$ cat config.mk
export PLATFORM = sky130hd
export DESIGN_NAME = spectrum_packet_parser_flat
export DESIGN_NICKNAME = d
export VERILOG_FILES = /design/src/hdl/spp_pkg.sv /design/src/hdl/spp_in_if.sv /design/src/hdl/spp_out_if.sv /design/src/hdl/spp_front.sv /design/src/hdl/spp_cmd_fifo.sv /design/src/hdl/spp_back.sv /design/src/hdl/spectrum_packet_parser.sv /design/src/flat_wrapper.sv
export SDC_FILE = /design/constraint.sdc
export NUM_CORES = 1
export LEC_CHECK = 0
export ABC_AREA = 0
export BUFFER_PORTS_ARGS = -buffer_cell sky130_fd_sc_hd__buf_4
export CAP_MARGIN = 0
export CORE_UTILIZATION = 55
export CTS_CLUSTER_DIAMETER = 120
export DETAILED_ROUTE_END_ITERATION = 8
export PLACE_DENSITY = 0.74
export SYNTH_ARGS = -nofsm -noshare
export SYNTH_HDL_FRONTEND = slang
export SYNTH_SLANG_ARGS = --single-unit
export TNS_END_PERCENT = 100
$ cat constraint.sdc
create_clock -name i_clk -period 14.7 [get_ports i_clk]
set_input_delay 2.94 -clock i_clk [delete_from_list [all_inputs] [get_ports i_clk]]
set_output_delay 2.94 -clock i_clk [all_outputs]
set_load 0.03 [all_outputs]
$ cat src/hdl/spp_pkg.sv
`timescale 1ns / 1ps
// shared types, constants and codes of the spectrum packet parser
package spp_pkg;

    // default line capacity of the band store
    localparam int BANDS_DEF   = 16;
    // depth of the command queue between parser and executor
    localparam int QUEUE_DEPTH = 4;

    localparam int SCALE_W = 10;
    localparam logic [SCALE_W-1:0] SCALE_RESET = 10'd100;

    localparam int TMO_W = 18;
    localparam logic [TMO_W-1:0] IDLE_MAX = '1;

    // packet header constants
    localparam logic [15:0] MAGIC_ONE   = (16'd77 << 8) | 16'd222;
    localparam logic [7:0]  MAGIC_TWO   = 8'd66;
    localparam logic [7:0]  PROTO_ID    = 8'd1;
    localparam logic [10:0] VIDEO_SIZE  = 11'd128;
    localparam logic [10:0] HEADER_LEN  = 11'd8;
    localparam logic [10:0] MIN_LEN     = 11'd10;
    localparam logic [1:0]  SIZE_OFFSET = 2'd2;
    localparam logic [7:0]  MIN_LINES   = 8'd2;

    // register index decoded from the address word bit
    localparam logic REG_TIMEOUT_SCALE = 1'b0;

    typedef enum logic [1:0] {
        KIND_BAND   = 2'd0,
        KIND_LEVELS = 2'd1,
        KIND_CLEAR  = 2'd2,
        KIND_REJECT = 2'd3
    } t_kind;

    typedef enum logic [2:0] {
        REJ_SIZE     = 3'd0,
        REJ_PROTO    = 3'd1,
        REJ_ZERO_TMO = 3'd2,
        REJ_MAGIC1   = 3'd3,
        REJ_MAGIC2   = 3'd4,
        REJ_LINES    = 3'd5,
        REJ_VIDEO    = 3'd6,
        REJ_UNSUP    = 3'd7
    } t_rej;

    typedef enum logic [2:0] {
        OP_TICK,
        OP_REJECT,
        OP_LEVELS,
        OP_LEVELS_UNSUP,
        OP_CLEAR,
        OP_BANDS
    } t_cmd_op;

    // one classified word handed from parser to executor
    typedef struct packed {
        t_cmd_op     op;
        t_rej        rej;
        logic [7:0]  tmo_byte;
        logic [7:0]  left;
        logic [7:0]  right;
        logic [3:0]  band_start;
        logic [2:0]  band_cnt;
        logic [7:0]  value;
        logic        done;
    } t_cmd;

endpackage

$ cat src/hdl/spp_in_if.sv
`timescale 1ns / 1ps
// input channel: packet bytes and millisecond ticks
interface spp_in_if;
    logic        valid;
    logic        ready;
    logic        opcode;
    logic [7:0]  data_byte;
    logic        first_of_packet;
    logic [10:0] packet_length;

    modport source (output valid, opcode, data_byte, first_of_packet, packet_length,
                    input ready);
    modport sink   (input valid, opcode, data_byte, first_of_packet, packet_length,
                    output ready);
endinterface

$ cat src/hdl/spp_out_if.sv
`timescale 1ns / 1ps
// output channel: parser results
interface spp_out_if;
    logic        valid;
    logic        ready;
    logic [1:0]  kind;
    logic [3:0]  band_index;
    logic [7:0]  band_value;
    logic [7:0]  left_level;
    logic [7:0]  right_level;
    logic [17:0] timeout_ms;
    logic [2:0]  reject_code;
    logic        last;

    modport source (output valid, kind, band_index, band_value, left_level, right_level,
                    timeout_ms, reject_code, last, input ready);
    modport sink   (input valid, kind, band_index, band_value, left_level, right_level,
                    timeout_ms, reject_code, last, output ready);
endinterface

$ cat src/hdl/spp_front.sv
`timescale 1ns / 1ps
// packet parser front: header checks and band byte classification
module spp_front #(
    parameter int BANDS = spp_pkg::BANDS_DEF
) (
    input  logic          i_clk,
    input  logic          i_rst_n,
    spp_in_if.sink        i_pkt,
    input  logic          i_full,
    output logic          o_push,
    output spp_pkg::t_cmd o_cmd
);

    localparam int WP_W = $clog2(BANDS + 1);
    localparam logic [WP_W-1:0] BANDS_WP = WP_W'(BANDS);
    localparam logic [7:0] LINES_FULL = 8'(BANDS);
    localparam logic [7:0] LINES_HALF = 8'(BANDS / 2);
    localparam logic [7:0] LINES_QTR  = 8'(BANDS / 4);

    typedef enum logic [1:0] {
        PH_IDLE,
        PH_HEADER,
        PH_PAYLOAD
    } t_phase;

    t_phase          r_phase, n_phase;
    logic [2:0]      r_pos, n_pos;
    logic [10:0]     r_len, n_len;
    logic [1:0]      r_mode, n_mode;
    logic [WP_W-1:0] r_wp, n_wp;
    logic [7:0]      r_tmo_byte, n_tmo_byte;
    logic [7:0]      r_magic_lo, n_magic_lo;
    logic [7:0]      r_left, n_left;
    logic [7:0]      r_right, n_right;

    logic            take;
    t_phase          ph;
    logic [2:0]      pos;
    logic [10:0]     len;
    logic [7:0]      b;
    logic [2:0]      rep;
    logic [2:0]      cnt;
    logic [WP_W-1:0] rem;
    logic [WP_W-1:0] wp_next;

    assign i_pkt.ready = !i_full;
    assign take        = i_pkt.valid && i_pkt.ready;
    assign b           = i_pkt.data_byte;

    always_comb begin
        n_phase    = r_phase;
        n_pos      = r_pos;
        n_len      = r_len;
        n_mode     = r_mode;
        n_wp       = r_wp;
        n_tmo_byte = r_tmo_byte;
        n_magic_lo = r_magic_lo;
        n_left     = r_left;
        n_right    = r_right;
        o_push     = 1'b0;
        o_cmd            = '0;
        o_cmd.tmo_byte   = r_tmo_byte;
        o_cmd.left       = r_left;
        o_cmd.right      = r_right;
        o_cmd.band_start = 4'(r_wp);
        o_cmd.value      = b;
        ph  = r_phase;
        pos = r_pos;
        len = r_len;
        rep = 3'd1;
        cnt = 3'd1;
        rem = BANDS_WP - r_wp;
        wp_next = r_wp;

        if (take) begin
            if (i_pkt.opcode) begin
                o_push   = 1'b1;
                o_cmd.op = spp_pkg::OP_TICK;
            end else begin
                // a first byte abandons any packet in progress
                if (i_pkt.first_of_packet) begin
                    len = i_pkt.packet_length;
                    pos = 3'd0;
                    ph  = PH_HEADER;
                end
                n_len   = len;
                n_phase = ph;
                if (pos != 3'd7) begin
                    n_pos = pos + 3'd1;
                end else begin
                    n_pos = pos;
                end
                unique case (ph)
                    PH_IDLE: begin
                        n_pos = pos;
                    end
                    PH_HEADER: begin
                        case (pos)
                            3'd0: begin
                                if (len >= spp_pkg::VIDEO_SIZE) begin
                                    o_push    = 1'b1;
                                    o_cmd.op  = spp_pkg::OP_REJECT;
                                    o_cmd.rej = spp_pkg::REJ_VIDEO;
                                    n_phase   = PH_IDLE;
                                end else if (b != spp_pkg::PROTO_ID) begin
                                    o_push    = 1'b1;
                                    o_cmd.op  = spp_pkg::OP_REJECT;
                                    o_cmd.rej = spp_pkg::REJ_PROTO;
                                    n_phase   = PH_IDLE;
                                end else if (len < spp_pkg::MIN_LEN ||
                                             len[1:0] != spp_pkg::SIZE_OFFSET) begin
                                    o_push    = 1'b1;
                                    o_cmd.op  = spp_pkg::OP_REJECT;
                                    o_cmd.rej = spp_pkg::REJ_SIZE;
                                    n_phase   = PH_IDLE;
                                end
                            end
                            3'd1: begin
                                n_tmo_byte = b;
                                if (b == 8'd0) begin
                                    o_push    = 1'b1;
                                    o_cmd.op  = spp_pkg::OP_REJECT;
                                    o_cmd.rej = spp_pkg::REJ_ZERO_TMO;
                                    n_phase   = PH_IDLE;
                                end
                            end
                            3'd2: begin
                                n_magic_lo = b;
                            end
                            3'd3: begin
                                if ({b, r_magic_lo} != spp_pkg::MAGIC_ONE) begin
                                    o_push    = 1'b1;
                                    o_cmd.op  = spp_pkg::OP_REJECT;
                                    o_cmd.rej = spp_pkg::REJ_MAGIC1;
                                    n_phase   = PH_IDLE;
                                end
                            end
                            3'd4: begin
                                n_left = b;
                            end
                            3'd5: begin
                                n_right = b;
                            end
                            3'd6: begin
                                if (b != spp_pkg::MAGIC_TWO) begin
                                    o_push    = 1'b1;
                                    o_cmd.op  = spp_pkg::OP_REJECT;
                                    o_cmd.rej = spp_pkg::REJ_MAGIC2;
                                    n_phase   = PH_IDLE;
                                end
                            end
                            default: begin
                                // line count byte
                                o_push  = 1'b1;
                                n_phase = PH_IDLE;
                                if (b < spp_pkg::MIN_LINES || b > LINES_FULL) begin
                                    o_cmd.op  = spp_pkg::OP_REJECT;
                                    o_cmd.rej = spp_pkg::REJ_LINES;
                                end else if (b != LINES_FULL && b != LINES_HALF &&
                                             b != LINES_QTR) begin
                                    o_cmd.op = spp_pkg::OP_LEVELS_UNSUP;
                                end else if ({4'd0, b} + 12'd8 > {1'b0, len}) begin
                                    // short payload undoes the header
                                    o_cmd.op = spp_pkg::OP_CLEAR;
                                end else begin
                                    o_cmd.op = spp_pkg::OP_LEVELS;
                                    n_phase  = PH_PAYLOAD;
                                    n_wp     = '0;
                                    if (b == LINES_FULL) begin
                                        n_mode = 2'd0;
                                    end else if (b == LINES_HALF) begin
                                        n_mode = 2'd1;
                                    end else begin
                                        n_mode = 2'd2;
                                    end
                                end
                            end
                        endcase
                    end
                    PH_PAYLOAD: begin
                        case (r_mode)
                            2'd0:    rep = 3'd1;
                            2'd1:    rep = 3'd2;
                            default: rep = 3'd4;
                        endcase
                        if (rem < WP_W'(rep)) begin
                            cnt = 3'(rem);
                        end else begin
                            cnt = rep;
                        end
                        wp_next          = r_wp + WP_W'(cnt);
                        n_wp             = wp_next;
                        o_push           = 1'b1;
                        o_cmd.op         = spp_pkg::OP_BANDS;
                        o_cmd.band_cnt   = cnt;
                        o_cmd.done       = (wp_next >= BANDS_WP);
                        if (wp_next >= BANDS_WP) begin
                            n_phase = PH_IDLE;
                        end
                    end
                    default: begin
                        n_phase = PH_IDLE;
                    end
                endcase
            end
        end
    end

    always_ff @(posedge i_clk) begin
        if (!i_rst_n) begin
            r_phase <= PH_IDLE;
            r_pos   <= '0;
            r_len   <= '0;
            r_mode  <= '0;
            r_wp    <= '0;
        end else begin
            r_phase <= n_phase;
            r_pos   <= n_pos;
            r_len   <= n_len;
            r_mode  <= n_mode;
            r_wp    <= n_wp;
        end
        r_tmo_byte <= n_tmo_byte;
        r_magic_lo <= n_magic_lo;
        r_left     <= n_left;
        r_right    <= n_right;
    end

`ifndef NO_ASSERTIONS
    // payload phase always has bands left to fill
    a_wp_range: assert property (@(posedge i_clk) disable iff (!i_rst_n)
        r_phase == PH_PAYLOAD |-> r_wp < BANDS_WP)
        else $error("write pointer past the band store in payload phase");
`endif

endmodule

$ cat src/hdl/spp_cmd_fifo.sv
`timescale 1ns / 1ps
// short command queue between parser and executor
module spp_cmd_fifo #(
    parameter int DEPTH = spp_pkg::QUEUE_DEPTH
) (
    input  logic          i_clk,
    input  logic          i_rst_n,
    input  logic          i_push,
    input  spp_pkg::t_cmd i_cmd,
    output logic          o_full,
    output logic          o_valid,
    output spp_pkg::t_cmd o_head,
    input  logic          i_pop
);

    localparam int PTR_W = $clog2(DEPTH);
    localparam int CNT_W = $clog2(DEPTH + 1);
    localparam logic [PTR_W-1:0] PTR_LAST = PTR_W'(DEPTH - 1);
    localparam logic [CNT_W-1:0] CNT_FULL = CNT_W'(DEPTH);

    spp_pkg::t_cmd    r_mem [DEPTH];
    logic [PTR_W-1:0] r_wr;
    logic [PTR_W-1:0] r_rd;
    logic [CNT_W-1:0] r_cnt;

    assign o_full  = (r_cnt == CNT_FULL);
    assign o_valid = (r_cnt != '0);
    assign o_head  = r_mem[r_rd];

    always_ff @(posedge i_clk) begin
        if (!i_rst_n) begin
            r_wr  <= '0;
            r_rd  <= '0;
            r_cnt <= '0;
        end else begin
            if (i_push) begin
                r_wr <= (r_wr == PTR_LAST) ? '0 : r_wr + 1'b1;
            end
            if (i_pop) begin
                r_rd <= (r_rd == PTR_LAST) ? '0 : r_rd + 1'b1;
            end
            if (i_push && !i_pop) begin
                r_cnt <= r_cnt + 1'b1;
            end else if (!i_push && i_pop) begin
                r_cnt <= r_cnt - 1'b1;
            end
        end
        if (i_push) begin
            r_mem[r_wr] <= i_cmd;
        end
    end

`ifndef NO_ASSERTIONS
    a_no_overflow: assert property (@(posedge i_clk) disable iff (!i_rst_n)
        i_push |-> !o_full)
        else $error("command pushed into a full queue");
    a_no_underflow: assert property (@(posedge i_clk) disable iff (!i_rst_n)
        i_pop |-> o_valid)
        else $error("command popped from an empty queue");
`endif

endmodule

$ cat src/hdl/spp_back.sv
`timescale 1ns / 1ps
// executor: timeout state, result sequencing and output register
module spp_back (
    input  logic                        i_clk,
    input  logic                        i_rst_n,
    input  logic [spp_pkg::SCALE_W-1:0] i_scale,
    input  logic                        i_valid,
    input  spp_pkg::t_cmd               i_cmd,
    output logic                        o_pop,
    spp_out_if.source                   o_res
);

    typedef struct packed {
        spp_pkg::t_kind             kind;
        logic [3:0]                 band_index;
        logic [7:0]                 band_value;
        logic [7:0]                 left_level;
        logic [7:0]                 right_level;
        logic [spp_pkg::TMO_W-1:0]  timeout_ms;
        spp_pkg::t_rej              reject_code;
        logic                       last;
    } t_result;

    logic [1:0]                r_step, n_step;
    logic                      r_armed, n_armed;
    logic [spp_pkg::TMO_W-1:0] r_limit, n_limit;
    logic [spp_pkg::TMO_W-1:0] r_elapsed, n_elapsed;
    logic                      r_out_valid, n_out_valid;
    t_result                   r_out, n_out;

    logic                      slot_free;
    logic                      go;
    logic                      emit;
    logic                      final_step;
    logic [spp_pkg::TMO_W-1:0] product;
    logic [spp_pkg::TMO_W-1:0] elapsed_inc;
    t_result                   res;

    assign slot_free   = !r_out_valid || o_res.ready;
    assign go          = i_valid && slot_free;
    assign product     = {10'd0, i_cmd.tmo_byte} * {8'd0, i_scale};
    assign elapsed_inc = (r_elapsed == spp_pkg::IDLE_MAX) ? r_elapsed : r_elapsed + 1'b1;

    always_comb begin
        n_step     = r_step;
        n_armed    = r_armed;
        n_limit    = r_limit;
        n_elapsed  = r_elapsed;
        emit       = 1'b0;
        final_step = 1'b1;
        res        = '0;

        if (go) begin
            unique case (i_cmd.op) inside
                spp_pkg::OP_TICK: begin
                    n_elapsed = elapsed_inc;
                    if (r_armed && elapsed_inc >= r_limit) begin
                        emit      = 1'b1;
                        res.kind  = spp_pkg::KIND_CLEAR;
                        n_armed   = 1'b0;
                        n_limit   = '0;
                        n_elapsed = '0;
                    end
                end
                spp_pkg::OP_REJECT: begin
                    emit = 1'b1;
                    if (r_step == 2'd0) begin
                        final_step      = 1'b0;
                        res.kind        = spp_pkg::KIND_REJECT;
                        res.reject_code = i_cmd.rej;
                    end else begin
                        res.kind  = spp_pkg::KIND_CLEAR;
                        n_armed   = 1'b0;
                        n_limit   = '0;
                        n_elapsed = '0;
                    end
                end
                spp_pkg::OP_LEVELS, spp_pkg::OP_LEVELS_UNSUP: begin
                    emit = 1'b1;
                    if (r_step == 2'd0) begin
                        final_step      = (i_cmd.op == spp_pkg::OP_LEVELS);
                        res.kind        = spp_pkg::KIND_LEVELS;
                        res.left_level  = i_cmd.left;
                        res.right_level = i_cmd.right;
                        res.timeout_ms  = product;
                        n_limit         = product;
                        n_armed         = 1'b1;
                    end else begin
                        res.kind        = spp_pkg::KIND_REJECT;
                        res.reject_code = spp_pkg::REJ_UNSUP;
                    end
                end
                spp_pkg::OP_CLEAR: begin
                    emit      = 1'b1;
                    res.kind  = spp_pkg::KIND_CLEAR;
                    n_armed   = 1'b0;
                    n_limit   = '0;
                    n_elapsed = '0;
                end
                spp_pkg::OP_BANDS: begin
                    emit           = 1'b1;
                    res.kind       = spp_pkg::KIND_BAND;
                    res.band_index = i_cmd.band_start + 4'(r_step);
                    res.band_value = i_cmd.value;
                    final_step     = ({1'b0, r_step} == i_cmd.band_cnt - 3'd1);
                    // the last write of an accepted packet restarts the idle count
                    if (final_step && i_cmd.done) begin
                        n_elapsed = '0;
                    end
                end
                default: begin
                    final_step = 1'b1;
                end
            endcase
            res.last = final_step;
            n_step   = final_step ? 2'd0 : r_step + 2'd1;
        end
    end

    assign o_pop = go && final_step;

    always_comb begin
        n_out = r_out;
        if (go && emit) begin
            n_out_valid = 1'b1;
            n_out       = res;
        end else if (o_res.ready) begin
            n_out_valid = 1'b0;
        end else begin
            n_out_valid = r_out_valid;
        end
    end

    always_ff @(posedge i_clk) begin
        if (!i_rst_n) begin
            r_step      <= '0;
            r_armed     <= 1'b0;
            r_limit     <= '0;
            r_elapsed   <= '0;
            r_out_valid <= 1'b0;
        end else begin
            r_step      <= n_step;
            r_armed     <= n_armed;
            r_limit     <= n_limit;
            r_elapsed   <= n_elapsed;
            r_out_valid <= n_out_valid;
        end
        r_out <= n_out;
    end

    assign o_res.valid       = r_out_valid;
    assign o_res.kind        = r_out.kind;
    assign o_res.band_index  = r_out.band_index;
    assign o_res.band_value  = r_out.band_value;
    assign o_res.left_level  = r_out.left_level;
    assign o_res.right_level = r_out.right_level;
    assign o_res.timeout_ms  = r_out.timeout_ms;
    assign o_res.reject_code = r_out.reject_code;
    assign o_res.last        = r_out.last;

`ifndef NO_ASSERTIONS
    // a clear result leaves the timeout disarmed and the idle count at zero
    a_clear_disarms: assert property (@(posedge i_clk) disable iff (!i_rst_n)
        go && emit && res.kind == spp_pkg::KIND_CLEAR |=> !r_armed && r_elapsed == '0)
        else $error("store clear did not disarm the timeout");
    // the step count only runs while a command is at the queue head
    a_step_idle: assert property (@(posedge i_clk) disable iff (!i_rst_n)
        !i_valid |-> r_step == 2'd0)
        else $error("result step count left over without a command");
`endif

endmodule

$ cat src/hdl/spectrum_packet_parser.sv
`timescale 1ns / 1ps
// top level of the spectrum packet parser
//
// channel  direction  handshake              word
// i_pkt    in         valid/ready            opcode, data_byte, first_of_packet, packet_length
// o_res    out        valid/ready            kind, band_index, band_value, levels,
//                                            timeout_ms, reject_code, last
// apb      in/out     psel/penable/pready    timeout_scale at byte address 0
//
// one input word per cycle is taken while the command queue has room; each word
// becomes at most one queued command in the same cycle
// the executor emits one result per cycle while its output register is free, so a band
// byte in half or quarter mode holds the queue head for up to two or four results and
// input stalls once QUEUE_DEPTH commands wait; the first result of a word reaches o_res
// through the queue write and then the output register; the output register lets input
// flow while a result waits
// synchronous active-low reset, no clearing pass; timeout scale resets to 100
module spectrum_packet_parser #(
    parameter int BANDS       = spp_pkg::BANDS_DEF,
    parameter int QUEUE_DEPTH = spp_pkg::QUEUE_DEPTH
) (
    input  logic        i_clk,
    input  logic        i_rst_n,
    spp_in_if.sink      i_pkt,
    spp_out_if.source   o_res,
    // configuration port
    input  logic        psel,
    input  logic        penable,
    input  logic        pwrite,
    input  logic [2:0]  paddr,
    input  logic [31:0] pwdata,
    output logic [31:0] prdata,
    output logic        pready
);

    logic [spp_pkg::SCALE_W-1:0] r_scale;

    logic          push;
    logic          full;
    logic          head_valid;
    logic          pop;
    spp_pkg::t_cmd push_cmd;
    spp_pkg::t_cmd head_cmd;

    // register access: paddr[2] picks the word, no wait states
    assign pready = 1'b1;
    assign prdata = (paddr[2] == spp_pkg::REG_TIMEOUT_SCALE) ?
                    {{(32 - spp_pkg::SCALE_W){1'b0}}, r_scale} : '0;

    always_ff @(posedge i_clk) begin
        if (!i_rst_n) begin
            r_scale <= spp_pkg::SCALE_RESET;
        end else if (psel && penable && pwrite && pready &&
                     paddr[2] == spp_pkg::REG_TIMEOUT_SCALE) begin
            r_scale <= pwdata[spp_pkg::SCALE_W-1:0];
        end
    end

    // front: header checks, line-count decode and band expansion into commands
    spp_front #(
        .BANDS (BANDS)
    ) u_front (
        .i_clk   (i_clk),
        .i_rst_n (i_rst_n),
        .i_pkt   (i_pkt),
        .i_full  (full),
        .o_push  (push),
        .o_cmd   (push_cmd)
    );

    // queue decouples parsing from result delivery
    spp_cmd_fifo #(
        .DEPTH (QUEUE_DEPTH)
    ) u_queue (
        .i_clk   (i_clk),
        .i_rst_n (i_rst_n),
        .i_push  (push),
        .i_cmd   (push_cmd),
        .o_full  (full),
        .o_valid (head_valid),
        .o_head  (head_cmd),
        .i_pop   (pop)
    );

    // back: timeout tracking and one result per cycle to the output register while it is free
    spp_back u_back (
        .i_clk   (i_clk),
        .i_rst_n (i_rst_n),
        .i_scale (r_scale),
        .i_valid (head_valid),
        .i_cmd   (head_cmd),
        .o_pop   (pop),
        .o_res   (o_res)
    );

endmodule
$ cat src/flat_wrapper.sv
// flat-port wrapper written by rule: the top's interface ports become plain ports
module spectrum_packet_parser_flat 
#(
    parameter int BANDS       = spp_pkg::BANDS_DEF,
    parameter int QUEUE_DEPTH = spp_pkg::QUEUE_DEPTH
)
  (i_clk, i_rst_n, psel, penable, pwrite, paddr, pwdata, prdata, pready, i_pkt_valid, i_pkt_opcode, i_pkt_data_byte, i_pkt_first_of_packet, i_pkt_packet_length, i_pkt_ready, o_res_valid, o_res_kind, o_res_band_index, o_res_band_value, o_res_left_level, o_res_right_level, o_res_timeout_ms, o_res_reject_code, o_res_last, o_res_ready);
  spp_in_if i_pkt_i ();
  spp_out_if o_res_i ();
  input  logic i_clk;
  input  logic i_rst_n;
  input  logic psel;
  input  logic penable;
  input  logic pwrite;
  input  logic [2:0] paddr;
  input  logic [31:0] pwdata;
  output logic [31:0] prdata;
  output logic pready;
  input wire logic [$bits(i_pkt_i.valid)-1:0] i_pkt_valid;
  input wire logic [$bits(i_pkt_i.opcode)-1:0] i_pkt_opcode;
  input wire logic [$bits(i_pkt_i.data_byte)-1:0] i_pkt_data_byte;
  input wire logic [$bits(i_pkt_i.first_of_packet)-1:0] i_pkt_first_of_packet;
  input wire logic [$bits(i_pkt_i.packet_length)-1:0] i_pkt_packet_length;
  output wire logic [$bits(i_pkt_i.ready)-1:0] i_pkt_ready;
  output wire logic [$bits(o_res_i.valid)-1:0] o_res_valid;
  output wire logic [$bits(o_res_i.kind)-1:0] o_res_kind;
  output wire logic [$bits(o_res_i.band_index)-1:0] o_res_band_index;
  output wire logic [$bits(o_res_i.band_value)-1:0] o_res_band_value;
  output wire logic [$bits(o_res_i.left_level)-1:0] o_res_left_level;
  output wire logic [$bits(o_res_i.right_level)-1:0] o_res_right_level;
  output wire logic [$bits(o_res_i.timeout_ms)-1:0] o_res_timeout_ms;
  output wire logic [$bits(o_res_i.reject_code)-1:0] o_res_reject_code;
  output wire logic [$bits(o_res_i.last)-1:0] o_res_last;
  input wire logic [$bits(o_res_i.ready)-1:0] o_res_ready;
  assign i_pkt_i.valid = i_pkt_valid;
  assign i_pkt_i.opcode = i_pkt_opcode;
  assign i_pkt_i.data_byte = i_pkt_data_byte;
  assign i_pkt_i.first_of_packet = i_pkt_first_of_packet;
  assign i_pkt_i.packet_length = i_pkt_packet_length;
  assign i_pkt_ready = i_pkt_i.ready;
  assign o_res_valid = o_res_i.valid;
  assign o_res_kind = o_res_i.kind;
  assign o_res_band_index = o_res_i.band_index;
  assign o_res_band_value = o_res_i.band_value;
  assign o_res_left_level = o_res_i.left_level;
  assign o_res_right_level = o_res_i.right_level;
  assign o_res_timeout_ms = o_res_i.timeout_ms;
  assign o_res_reject_code = o_res_i.reject_code;
  assign o_res_last = o_res_i.last;
  assign o_res_i.ready = o_res_ready;
  spectrum_packet_parser #(.BANDS(BANDS), .QUEUE_DEPTH(QUEUE_DEPTH)) u_core (.i_clk(i_clk), .i_rst_n(i_rst_n), .i_pkt(i_pkt_i), .o_res(o_res_i), .psel(psel), .penable(penable), .pwrite(pwrite), .paddr(paddr), .pwdata(pwdata), .prdata(prdata), .pready(pready));
endmodule
## Word-level counts from Yosys, hierarchy flattened

Memory sizes are Yosys's and may differ from the RTL's. A register that Yosys moved wholly into a read port is not among the register bits.
Index checks and enable logic that the tools add are counted.

| storage, ports and cells | value |
|---|---|
| output and inout bits | 87 |
| word-level logic and storage cells | 247 |
| flip-flop bits (word level) | 164 |
| memory bits (writable) | 184 |
| memories | 1 |

| operators by class | value |
|---|---|
| bitwise operators | 6 |
| $mul | 1 |
| magnitude comparators | 8 |
| reduce and logical (&&, ||, !) cells | 47 |
| eq/ne operators | 37 |
| $add $sub $neg | 12 |
| mux-type cells | 109 |

Memories:

| memory | words | bits a word | rd ports | clocked after memory_dff | write ports | RTL line | RTL |
|---|---|---|---|---|---|---|---|
| u_core.u_queue.r_mem | 4 | 46 | 1 | 1 | 1 | spp_cmd_fifo.sv:21 | `spp_pkg::t_cmd r_mem [DEPTH];` |

Operator list:

| cell | count |
|---|---|
| $pmux W18 S4 | 2 |
| $mux W18 | 6 |
| $mux W3 | 26 |
| $mux W2 | 22 |
| $mux W11 | 3 |
| $pmux W6 S5 | 1 |
| $mux W1 | 25 |
| $mux W4 | 6 |
| $mux W5 | 4 |
| $reduce_and A4 Y1 | 5 |
| $add A18 B1 Y18 const B | 1 |
| $eq A18 B18 Y1 const B | 1 |
| $eq A3 B3 Y1 const B | 6 |
| $ge A18 B18 Y1 | 1 |
| $mul A8 B10 Y18 | 1 |
| $pmux W3 S2 | 3 |
| $ne A16 B15 Y1 const B | 1 |
| $ne A2 B2 Y1 const B | 7 |
| $reduce_and A7 Y1 | 2 |
| $logic_and A1 B1 Y1 | 13 |
| $eq A3 B2 Y1 const B | 4 |
| $ge A11 B8 Y1 const B | 1 |
| $gt A9 B11 Y1 | 1 |
| $lt A11 B4 Y1 const B | 1 |
| other kinds (50) | 77 |

## Depth between registers and ports, before layout

| depth | value |
|---|---|
| depth after elaboration | 18 |
| depth in mapped cells | 19 |
| mapped depth without buffers | 17 |

## Modules after synthesis

A second synthesis with hierarchy kept.

| second synthesis, totals | value |
|---|---|
| cells, all modules | 1461 |
| area total of the unflattened synthesis | 18367.6 sq um |

Modules (own cells, without submodules):

| module | seq. area each (sq um) | instances | cells each | area each (sq um) |
|---|---|---|---|---|
| spp_back | 2362.3 | 1 | 753 | 7215.7 |
| spp_cmd_fifo | 5705.5 | 1 | 284 | 7159.4 |
| spp_front | 1421.4 | 1 | 344 | 3326.9 |
| spectrum_packet_parser | 200.2 | 1 | 80 | 665.6 |

## Worst setup path before layout

OpenSTA, ideal clock, no wires.

| timing path | value |
|---|---|
| kind | input-to-reg |
| start point | input port i_pkt_first_of_packet |
| end point | memory u_core.u_queue.r_mem[0][0] in the netlist's numbering, enable pin |
| setup slack | 7.960 ns |
| stages on the path | 12 |
| arrival | 6.332 ns |
| data required time | 14.292 ns |
| buffers on the path | 3 |
| library setup time | 0.408 ns |
| cells stage by stage | clkbuf_1 > buf_1 > clkbuf_1 > nand2b_1 > inv_1 > ha_1 > nor3_1 > o32a_1 > a21oi_1 > a31oi_1 > or2_1 > and2_1 |

| between the ends | value |
|---|---|
| word-level cells in the longest chain between the ends | 14 |
| elaborated cells between the ends (all ways) | 32 |
| classes of those cells | order compare (2); eq/ne (9); mux (18); reduce/logical (3) |

Ends and longest elaborated chain:

| element | RTL line | RTL |
|---|---|---|
| start: declaration | flat_wrapper.sv:22 | `input wire logic [$bits(i_pkt_i.first_of_packet)-1:0] i_pkt_first_of_packet;` |
| $mux W11 | spp_front.sv:81 | `if (i_pkt.first_of_packet) begin` |
| $mux W11 | spp_front.sv:76 | `if (i_pkt.opcode) begin` |
| $mux W11 | spp_front.sv:75 | `if (take) begin` |
| $lt A11 B4 Y1 or $ne A2 B2 Y1 (tied branches) | spp_front.sv:110, spp_front.sv:111 |  |
| $logic_or A1 B1 Y1 | spp_front.sv:110 | `end else if (len < spp_pkg::MIN_LEN \|\|` |
| $mux W1 | spp_front.sv:110 |  |
| $mux W1 | spp_front.sv:105 | `end else if (b != spp_pkg::PROTO_ID) begin` |
| $mux W1 | spp_front.sv:100 | `if (len >= spp_pkg::VIDEO_SIZE) begin` |
| $pmux W1 S5 | spp_front.sv:98 | `case (pos)` |
| $pmux W1 S2 (*) | spp_front.sv:93 | `unique case (ph)` |
| $mux W1 (*) | spp_front.sv:76 |  |
| $mux W1 (*) | spp_front.sv:75 |  |
| via u_core.push | spectrum_packet_parser.sv:38 | `logic push;` |
| $mux W1 (*) | spp_cmd_fifo.sv:48 | `if (i_push) begin` |
| $mux W1 (not written as such) (*) | spp_cmd_fifo.sv:49 | `r_mem[r_wr] <= i_cmd;` |
| end: declaration | spp_cmd_fifo.sv:21 |  |

Mark *: on every way through the listed nets, which the timed path passes. The rest lies on a longest branch. The select of a mux whose other input is x is not followed.

## Final worst setup path

| timing path | value |
|---|---|
| start point | input port paddr[2] |
| end point | output port prdata[2] |

| between the ends | value |
|---|---|
| word-level cells in the longest chain between the ends | 1 |

Ends and longest elaborated chain:

| element | RTL line | RTL |
|---|---|---|
| start: declaration | flat_wrapper.sv:15 | `input logic [2:0] paddr;` |
| $mux W10 | spectrum_packet_parser.sv:47 | `assign prdata = (paddr[2] == spp_pkg::REG_TIMEOUT_SCALE) ?` |
| end: declaration | flat_wrapper.sv:17 | `output logic [31:0] prdata;` |

No other way between the ends.

==> results.sh <==
export IMPL_initial_core_util_pct=56.37
export IMPL_yosysSeqAreaShare_pct=54.05
export IMPL_cts_root_buf="clkbuf_16"
export IMPL_ctsResizeCount=0
export IMPL_critical_path_class="in -> out"
export IMPL_reg2reg_slack_ps=8450
export IMPL_die_height_um=182.5
export IMPL_finalSetupViolCount=0
export IMPL_die_w_um=182.5
export IMPL_finalCriticalPeriod_ps=6330
export IMPL_max_slew_margin_pct=31.91
export IMPL_dp_hpwl_um=23910
export IMPL_drt_wl_total_um=36160
export IMPL_synthXorXnorAreaFrac_pct=1.710
export IMPL_fin_nets=1723
export IMPL_cts_buffers=38
export IMPL_drt_first_pass_iters=5
export IMPL_route_detailed_drc=0
export IMPL_synth_largest_area_cell="edfxtp_1"
export IMPL_synthesis_area_mm2=0.01793
export IMPL_worstHoldPathType="reg -> reg"
export IMPL_globalRouteOverflowTotal=0
export IMPL_cp_required_ps=11760
export IMPL_endpoint_kind="primary output"
export IMPL_worst_pin_slew_ps=1021
export IMPL_rows=65
export IMPL_synth_compound_area_share_pct=7.566
export IMPL_vias=11250
export IMPL_yosys_area_share_simple_pct=12.84
export IMPL_hp_start="u_core.u_front.r_len[9]"
export IMPL_grt_pass1_vias=11570
export IMPL_netlist_instances=1420
export IMPL_fillers=2358
export IMPL_clk_latency_ps=520
export IMPL_post_drt_wl_per_cell_um=18.25
export IMPL_synth_distinct_cells=72
export IMPL_antenna_found_initial=0
export IMPL_synth_top_family_by_area="simple AND/OR/NAND/NOR gates"
export IMPL_fin_skew_ps=20.76
export IMPL_setup_tns_final_ps=0
export IMPL_ys_seq_elements=350
export IMPL_maxCapViolCount=0
export IMPL_leakage_nw=7.754
export IMPL_outcome="completed"
export IMPL_synth_edf_count=268
export IMPL_yosys_warnings=0
export IMPL_synthAdderAreaFrac_pct=12.12
export IMPL_stdcell_area_mm2=0.02028
export IMPL_period_share_pct=43.06
export IMPL_layout_commonest_cell="edfxtp_1"
export IMPL_cp_arrival_ps=3390
export IMPL_grt_max_degree=47
export IMPL_clock_path_buffers=3
export IMPL_postCtsSetupBuffers=0
export IMPL_synth_area_per_cell_um2=12.62
export IMPL_placed_area_mm2=0.01902
export IMPL_cts_tree="yes"
export IMPL_slew_violations=0
export IMPL_grt_pass1_wl_um=58680
export IMPL_rsz0062_at_grt="no"
export IMPL_postRouteAntennaNets=0
export IMPL_drtIter0Drc=774
export IMPL_synth_top_area_share_pct=44.89
export IMPL_syn2layout_area_growth_pct=13.14
export IMPL_vias_per_cell=5.679
export IMPL_drive_gt1_share_pct=15.91
export IMPL_p_total_w=0.003620
export IMPL_final_util_pct=63.78
export IMPL_max_freq_ghz=0.1580
export IMPL_core_area_mm2=0.03180
export IMPL_htree_levels=2
export IMPL_ys_top_cells_by_area="edfxtp_1, dfxtp_1, ha_1"
export IMPL_hold_violations=0
export IMPL_cts_sinks=350
export IMPL_ir_worst_vdd_uv=98.87
export IMPL_critPathMaxFanout=12
export IMPL_ys_async_sr_fraction_pct=0
export IMPL_n_antenna_cell=0
export IMPL_start_kind="input pin"
export IMPL_ioPinCount=150
export IMPL_die_area_mm2=0.03332
export IMPL_power_density_mw_per_mm2=178.5
export IMPL_io_buffers=102
export IMPL_synth_mux_area_share_pct=7.001
export IMPL_clk_pin_slew_worst_paths_ps=60
export IMPL_globalplace_congestion=0.8753
export IMPL_hold_buffers=0
export IMPL_track_usage_pct=22.38
export IMPL_ys_flop_type="edfxtp_1"
export IMPL_cp_startpoint="paddr[2]"
export IMPL_final_cell_mix="edfxtp_1, buf_4, inv_1"
cell usage after synthesis (5+ instances only):
| cell type | instances |
|---|---|
| nand4_1 | 14 |
| o21ai_1 | 9 |
| ha_1 | 92 |
| and4_1 | 5 |
| and3_1 | 9 |
| nor2_1 | 70 |
| buf_4 | 23 |
| mux4_2 | 46 |
| a211oi_1 | 21 |
| o21a_1 | 5 |
| nand3_1 | 33 |
| nor2b_1 | 30 |
| o2bb2ai_1 | 5 |
| nor4_1 | 8 |
| nand2b_1 | 9 |
| o211ai_1 | 9 |
| edfxtp_1 | 268 |
| and2_1 | 97 |
| a21oi_1 | 44 |
| or3_1 | 8 |
| a22o_1 | 15 |
| mux2_2 | 7 |
| nand2_1 | 105 |
| clkbuf_1 | 43 |
| a31oi_1 | 8 |
| a21o_1 | 8 |
| a32o_1 | 10 |
| o31a_1 | 5 |
| buf_2 | 6 |
| xor2_1 | 14 |
| dfxtp_1 | 82 |
| xnor2_1 | 21 |
| nor3_1 | 14 |
| fa_1 | 51 |
| or2_2 | 6 |
| o21ai_0 | 22 |
| mux2i_1 | 14 |
| inv_1 | 113 |
sequential cells by signal, summed over array words and instances, names as in the netlist, 5 cells and up, named ones only:
register,flops
u_core.u_front.r_left,8
u_core.u_front.r_len,11
u_core.u_front.r_wp,5
u_core.u_back.o_res.right_level,8
u_core.u_front.r_right,8
u_core.u_back.o_res.timeout_ms,18
u_core.u_queue.r_mem,184
u_core.u_back.r_elapsed,18
u_core.u_front.r_magic_lo,8
u_core.r_scale,10
u_core.u_back.r_limit,18
u_core.u_back.o_res.band_value,8
u_core.u_back.o_res.left_level,8
u_core.u_front.r_tmo_byte,8
power by group:
group | leakage (nW) | switching (W) | internal, W
clock network | 0.614 | 0.000375 | 0.000567
registers | 3.10 | 0.0000561 | 0.00123
logic | 4.04 | 0.000869 | 0.000524
total | 7.75 | 0.00130 | 0.00232
worst max-delay path: stages:
cell and delay, ps:
buf_4 150, nor2b_1 130, buf_4 170
through the flow:
stage          std cells  hold WS [ps]  worst slack, ps
2_1_floorplan       1441         432.3             7960
4_1_cts             1981         456.7             8355
6_report            1981         456.5             8370
5_1_grt             1981         489.9             8120
3_5_place_dp        1912         449.5             8356
3_3_place_gp        1912         446.0             8386
metal layers:
metal / share of wire (%) / up-vias / global-route usage, %
met5: 0 / - / 0
met1: 43 / 5590 / 28.54
li1: - / 5305 / -
met3: 4.7 / 64 / 3.053
met2: 50 / 291 / 39.66
met4: 2.1 / 0 / 6.723
area by class of cell:
type / count / area (µm²) / area share, %
clock inverters: 25 / 242.7 / 1.197
inverters: 113 / 424.2 / 2.091
repair buffers: 115 / 863.3 / 4.257
clock buffers: 44 / 1015 / 5.003
well taps: 435 / 544.3 / 2.684
flip-flops and latches: 350 / 9694 / 47.80
multi-input cells: 899 / 7497 / 36.97
cells by family (layout without fill, tap and decap cells):
| kind of cell | count (synthesis) | in the layout |
|---|---|---|
| xor+xnor | 35 | 35 |
| other cells | 2 | 23 |
| mux | 67 | 67 |
| flops | 350 | 350 |
| simple gates | 436 | 436 |
| fa+ha+maj | 143 | 143 |
| buf+inv | 192 | 297 |
| compound gates | 195 | 195 |
worst paths after layout:
kind              depth (start not counted)                            endpoint
setup / recovery                          3                           prdata[2]
hold reg to reg                           2             u_core.u_front.r_len[9]
setup reg to reg                         16  u_core.u_back.o_res.timeout_ms[17]
hold / removal                            2             u_core.u_front.r_len[9]
Note: power is estimated with default switching activity, not from simulation.
